### src/hw/rtl/bsc_pkg.sv
// shared types, widths and constants for the barometric compensation block
// no dependencies; used by every rtl file of the block
`timescale 1ns / 1ps

package bsc_pkg;

    localparam int ADC_W      = 20;
    localparam int CFG_IDX_W  = 2;
    localparam int CFG_DATA_W = 64;

    localparam logic [CFG_IDX_W-1:0] CFG_TEMP_CAL  = 2'd0;
    localparam logic [CFG_IDX_W-1:0] CFG_PRES_LOW  = 2'd1;
    localparam logic [CFG_IDX_W-1:0] CFG_PRES_HIGH = 2'd2;
    localparam logic [CFG_IDX_W-1:0] CFG_PRES_P9   = 2'd3;

    localparam int TEMP_W     = 16;
    localparam int V_W        = 25;
    localparam int DIVIDEND_W = 76;
    localparam int DEN_W      = 41;
    localparam int QUO_W      = 36;
    localparam int DIV_STEPS  = QUO_W;

    localparam int TEMP_STAGES  = 4;
    localparam int FRONT_STAGES = 7;
    localparam int POST_STAGES  = 5;
    localparam int LATENCY = 1 + TEMP_STAGES + FRONT_STAGES + 1 + DIV_STEPS + POST_STAGES;

    localparam logic signed [V_W-1:0] T_FINE_OFFSET = 25'sd128000;
    localparam logic [11:0]           PAS_SCALE     = 12'd3125;

    typedef struct packed {
        logic        [15:0] t1;
        logic signed [15:0] t2;
        logic signed [15:0] t3;
        logic        [15:0] p1;
        logic signed [15:0] p2;
        logic signed [15:0] p3;
        logic signed [15:0] p4;
        logic signed [15:0] p5;
        logic signed [15:0] p6;
        logic signed [15:0] p7;
        logic signed [15:0] p8;
        logic signed [15:0] p9;
    } coeff_t;

    typedef struct packed {
        logic                     valid;
        logic signed [V_W-1:0]    v;
        logic signed [TEMP_W-1:0] temp;
        logic        [ADC_W-1:0]  adc_p;
    } temp_out_t;

    typedef struct packed {
        logic                     valid;
        logic [DIVIDEND_W-1:0]    dividend;
        logic [DEN_W-1:0]         divisor;
        logic signed [TEMP_W-1:0] temp;
        logic                     neg;
        logic                     dz;
    } front_out_t;

    typedef struct packed {
        logic                     valid;
        logic [QUO_W-1:0]         quo;
        logic signed [TEMP_W-1:0] temp;
        logic                     neg;
        logic                     dz;
        logic                     ovf;
    } div_out_t;

endpackage

### src/hw/rtl/bsc_temp.sv
// temperature stages: fine temperature, centidegrees and pressure offset v
// depends on bsc_pkg
`timescale 1ns / 1ps

module bsc_temp (
    input  logic                        clk,
    input  logic                        rst_n,
    input  logic                        in_valid,
    input  logic [bsc_pkg::ADC_W-1:0]   adc_t,
    input  logic [bsc_pkg::ADC_W-1:0]   adc_p,
    input  bsc_pkg::coeff_t             coeff,
    output bsc_pkg::temp_out_t          tout
);

    logic [bsc_pkg::TEMP_STAGES-1:0] vld_reg;
    logic [bsc_pkg::ADC_W-1:0]       adc_p_reg [0:bsc_pkg::TEMP_STAGES-1];

    logic signed [17:0] d1;
    logic signed [16:0] d2;
    logic signed [33:0] m1_next;
    logic signed [33:0] dd_next;
    logic signed [33:0] m1_reg;
    logic        [31:0] dd_reg;

    logic signed [22:0] a1_next;
    logic signed [36:0] m2_next;
    logic signed [22:0] a1_reg;
    logic signed [36:0] m2_reg;

    logic signed [23:0] tf_next;
    logic signed [23:0] tf_reg;

    logic signed [26:0] t5;
    logic signed [18:0] tq;
    logic signed [bsc_pkg::TEMP_W-1:0] temp_next;
    logic signed [bsc_pkg::V_W-1:0]    v_next;
    logic signed [bsc_pkg::TEMP_W-1:0] temp_reg;
    logic signed [bsc_pkg::V_W-1:0]    v_reg;

    always_comb
    begin
        d1      = $signed({1'b0, adc_t[19:3]}) - $signed({1'b0, coeff.t1, 1'b0});
        d2      = $signed({1'b0, adc_t[19:4]}) - $signed({1'b0, coeff.t1});
        m1_next = d1 * $signed(coeff.t2);
        dd_next = d2 * d2;
        // floor shifts are upper slices of the products
        a1_next = $signed(m1_reg[33:11]);
        m2_next = $signed({1'b0, dd_reg[31:12]}) * $signed(coeff.t3);
        tf_next = $signed(a1_reg) + $signed(m2_reg[36:14]);
        t5      = tf_reg * 27'sd5 + 27'sd128;
        tq      = $signed(t5[26:8]);
        if (tq > 19'sd32767)
        begin
            temp_next = 16'sh7fff;
        end
        else if (tq < -19'sd32768)
        begin
            temp_next = 16'sh8000;
        end
        else
        begin
            temp_next = tq[15:0];
        end
        v_next = 25'(tf_reg) - bsc_pkg::T_FINE_OFFSET;
    end

    always_ff @(posedge clk or negedge rst_n)
    begin
        if (!rst_n)
        begin
            vld_reg <= '0;
        end
        else
        begin
            vld_reg <= {vld_reg[bsc_pkg::TEMP_STAGES-2:0], in_valid};
        end
    end

    always_ff @(posedge clk)
    begin
        adc_p_reg[0] <= adc_p;
        for (int k = 1; k < bsc_pkg::TEMP_STAGES; k++)
        begin
            adc_p_reg[k] <= adc_p_reg[k-1];
        end
        m1_reg   <= m1_next;
        dd_reg   <= dd_next[31:0];
        a1_reg   <= a1_next;
        m2_reg   <= m2_next;
        tf_reg   <= tf_next;
        temp_reg <= temp_next;
        v_reg    <= v_next;
    end

    always_comb
    begin
        tout.valid = vld_reg[bsc_pkg::TEMP_STAGES-1];
        tout.v     = v_reg;
        tout.temp  = temp_reg;
        tout.adc_p = adc_p_reg[bsc_pkg::TEMP_STAGES-1];
    end

endmodule

### config.mk
export PLATFORM = sky130hd
export DESIGN_NAME = bsc_temp
export DESIGN_NICKNAME = d
export VERILOG_FILES = /design/src/hw/rtl/bsc_pkg.sv /design/src/hw/rtl/bsc_temp.sv
export SDC_FILE = /design/constraint.sdc
export NUM_CORES = 2
export LEC_CHECK = 0
export ABC_CLOCK_PERIOD_IN_PS = 7550
export BUFFER_PORTS_ARGS = -buffer_cell sky130_fd_sc_hd__buf_2
export CORE_UTILIZATION = 60
export CTS_CLUSTER_SIZE = 14
export DETAILED_ROUTE_END_ITERATION = 8
export HOLD_SLACK_MARGIN = 0.1
export PLACE_DENSITY = 0.8
export SYNTH_ARGS = -nofsm -noshare
export SYNTH_HDL_FRONTEND = slang
export SYNTH_SLANG_ARGS = --single-unit
### constraint.sdc
create_clock -name clk -period 7.55 [get_ports clk]
set_input_delay 0.755 -clock clk [delete_from_list [all_inputs] [get_ports clk]]
set_output_delay 0.755 -clock clk [all_outputs]
set_load 0.005 [all_outputs]
==> run summary <==
port buffer count -> 149
share of synthesized cell area in and, or, nand and nor gates -> 0.129
average instance area after synthesis -> 9.45 sq um
count of different cell masters after synthesis -> 77
worst reg2reg path startpoint -> dd_reg[23]$_DFF_P_
standard-cell rows -> 91
global route total overflow -> 0
worst min-delay path startpoint -> adc_p[3]
pin count of the biggest net entering global routing -> 30
post-layout utilization of the core -> 0.702
class of the most critical hold timing path -> input pin to flop
total number of vias -> 27500
clock buffers created by TritonCTS -> 24
XOR/XNOR share of the synthesized area -> 0.0321
Synth Area in Compound Gates -> 0.0494
H-tree levels -> 1
number of antenna violations at the first check in global routing -> 0
area share of fa/ha/maj cells after synthesis -> 0.550
number of synthesized flops with an enable pin -> 0
sum of negative setup slack -> -108 ps
max cap viols -> 0
largest family of logic cells by synthesized area -> adder cells
commonest non-fill, non-tap cell in the layout -> sky130_fd_sc_hd__inv_1
post-synthesis instance area -> 0.0379 sq mm
Buffers & Inverters on Critical Path -> 8
die width -> 253 um
longest individual stage delay on the worst path -> 540 ps
post-route minimum period -> 7620 ps
final routed DRC violation total -> 0
worst endpoint data arrival time -> 8060 ps
type of the setup path with the least slack -> input pin to flop
CP startpoint kind -> input pin
failing checks -> negative setup slack
setup repair after global routing missed its margin -> true
leading cell types by total area after synthesis -> sky130_fd_sc_hd__fa_1, sky130_fd_sc_hd__ha_1, sky130_fd_sc_hd__dfxtp_1
category of the worst setup path capture point -> flop
total non-filler cell area in the finished layout -> 0.0435 sq mm
net count of the finished layout -> 5824
Critical Path Source -> adc_t[4]
GRT Resource Usage Total -> 0.286
flip-flop cell with the highest count after synthesis -> sky130_fd_sc_hd__dfxtp_1
number of pins exceeding their max-slew limit in the final report -> 0
instance area at placement -> 0.0421 sq mm
commonest cells after routing, fill and taps aside -> sky130_fd_sc_hd__inv_1, sky130_fd_sc_hd__fa_1, sky130_fd_sc_hd__nand2_1, sky130_fd_sc_hd__ha_1, sky130_fd_sc_hd__buf_4
yosys warns -> 0
data required time of the worst path -> 7990 ps
drt total wl -> 87600 um
top-area cell type share of the netlist area -> 0.422
transition time of the tightest slew-check pin -> 1020 ps
async set-or-reset flop fraction in the synthesized netlist -> 0.0168
Die Footprint -> 0.0641 sq mm
largest fanout of any net on the critical path -> 8
Achievable Freq -> 131 MHz
mux share of post-synthesis cell area -> 0.000528
clock-pin slew of the registers on the worst-case setup and hold paths -> 60 ps
clock sinks -> 238
global-route wire length before repair -> 145000 um
first-pass iteration count of the detailed router -> 5
final estimated routing congestion in global placement -> 0.940
detailed router's first-iteration violation count -> 1490
most used cell along the critical path -> sky130_fd_sc_hd__fa_1
synth-to-layout area growth -> 14.9%
maximum clock insertion buffer count -> 3
count of boundary I/O pins -> 297
detail-routed net length per standard cell -> 16.7 um
worst-case clock skew -> 13.8 ps
final worst path period share -> 1.01
routed via count divided by cell count -> 5.24
Final Hold Violating Endpoints -> 0
HPWL after detailed placement -> 73500 um
TritonCTS clock tree -> built
Syn Inst Count -> 4008
register area share after synthesis -> 0.126
max reg flops -> 80
result of the run -> complete, but fails checks
flip-flop and latch count after synthesis -> 238
Die Height -> 253 um
cell accounting for the most synthesized area -> sky130_fd_sc_hd__fa_1
number of global-route vias before repair -> 30100
Detail Route Antenna Nets -> 0
Mapped Nets -> 5429
slowest library cell on the worst path -> sky130_fd_sc_hd__fa_1
initial core utilization -> 0.611
cell family with most CP delay -> adder cells
Slew HR -> 0.312
library cell used as clock root buffer -> sky130_fd_sc_hd__clkbuf_16
count of inserted antenna diode cells -> 0
fraction of final layout cells sized beyond drive strength 1 -> 0.159
Setup-failing EPs final -> 4
floorplan core area -> 0.0621 sq mm
min setup slack post-route -> -69.9 ps
Skew-Pair Late Insertion Delay -> 560 ps
-- synthesized netlist by cell type, types with 22 or more instances --
| library cell | instances |
|---|---|
| sky130_fd_sc_hd__clkbuf_1 | 117 |
| sky130_fd_sc_hd__xnor2_1 | 92 |
| sky130_fd_sc_hd__xor2_1 | 45 |
| sky130_fd_sc_hd__a21oi_1 | 69 |
| sky130_fd_sc_hd__a21o_1 | 44 |
| sky130_fd_sc_hd__inv_1 | 1001 |
| sky130_fd_sc_hd__nand2_1 | 474 |
| sky130_fd_sc_hd__nand2b_1 | 35 |
| sky130_fd_sc_hd__fa_1 | 798 |
| sky130_fd_sc_hd__dfxtp_1 | 234 |
| sky130_fd_sc_hd__and2_1 | 213 |
| sky130_fd_sc_hd__nor3_1 | 29 |
| sky130_fd_sc_hd__nor2b_1 | 39 |
| sky130_fd_sc_hd__o21a_1 | 23 |
| sky130_fd_sc_hd__nor2_1 | 168 |
| sky130_fd_sc_hd__ha_1 | 388 |
| sky130_fd_sc_hd__o21ai_0 | 38 |
| sky130_fd_sc_hd__nand3_1 | 22 |
-- cells by family (layout without fill, tap and decap cells) --
group	count (synthesis)	count (layout)
compound gates	269	269
xor+xnor	138	138
fa+ha+maj	1186	1186
buf+inv	1135	1543
flops	238	238
mux	2	2
simple gates	1040	1040
-- area by class of cell --
class / count / area [sq um]
Fill cell: 4507 / 18500
Clock buffer: 28 / 646
Sequential cell: 238 / 4780
Multi-Input combinational cell: 2635 / 29500
Inverter: 1008 / 3810
Clock inverter: 11 / 124
Timing Repair Buffer: 496 / 3580
Tap cell: 837 / 1050
-- per-layer routing --
| metal | GRT usage | wire length, um |
|---|---|---|
| met1 | 0.355 | 33900 |
| met2 | 0.505 | 43900 |
| met3 | 0.0433 | 6550 |
| met4 | 0.103 | 3240 |
| met5 | 0 | 0 |
-- what timing repair did --
item	4_1_cts	5_1_grt
pin swaps	44	56
gates cloned	0	0
hold buffers	1	0
buffers inserted	20	17
setup endpoints to repair	15	28
gates resized for setup	24	89
hold endpoints to repair	4	0
-- through the flow --
| stage | std cells | hold slack (ps) | setup slack (ps) |
|---|---|---|---|
| after floorplan | 4008 | 310 | -362 |
| after global placement | 5178 | 310 | -594 |
| after detailed placement | 5178 | 312 | -781 |
| after CTS | 5238 | 282 | -5.68 |
| after global routing | 5253 | 282 | -339 |
| final | 5253 | 301 | -69.9 |
-- worst paths after layout --
check                                                 to  slack [ps]  depth (start not counted)
worst max-delay path                  m1_reg[24]$_DFF_P_         -70                         33
worst min-delay path             adc_p_reg[0][3]$_DFF_P_         300                          1
worst max register to register        m2_reg[33]$_DFF_P_         730                         23
worst min register to register  adc_p_reg[1][12]$_DFF_P_         320                          0
max in group asynchronous           vld_reg[3]$_DFF_PN0_        6890                          2
min in group asynchronous           vld_reg[0]$_DFF_PN0_         540                          2
Power is left out: the tool's default activity adds up to more than one toggle a clock period on the data nets, which glitch-free logic cannot reach.
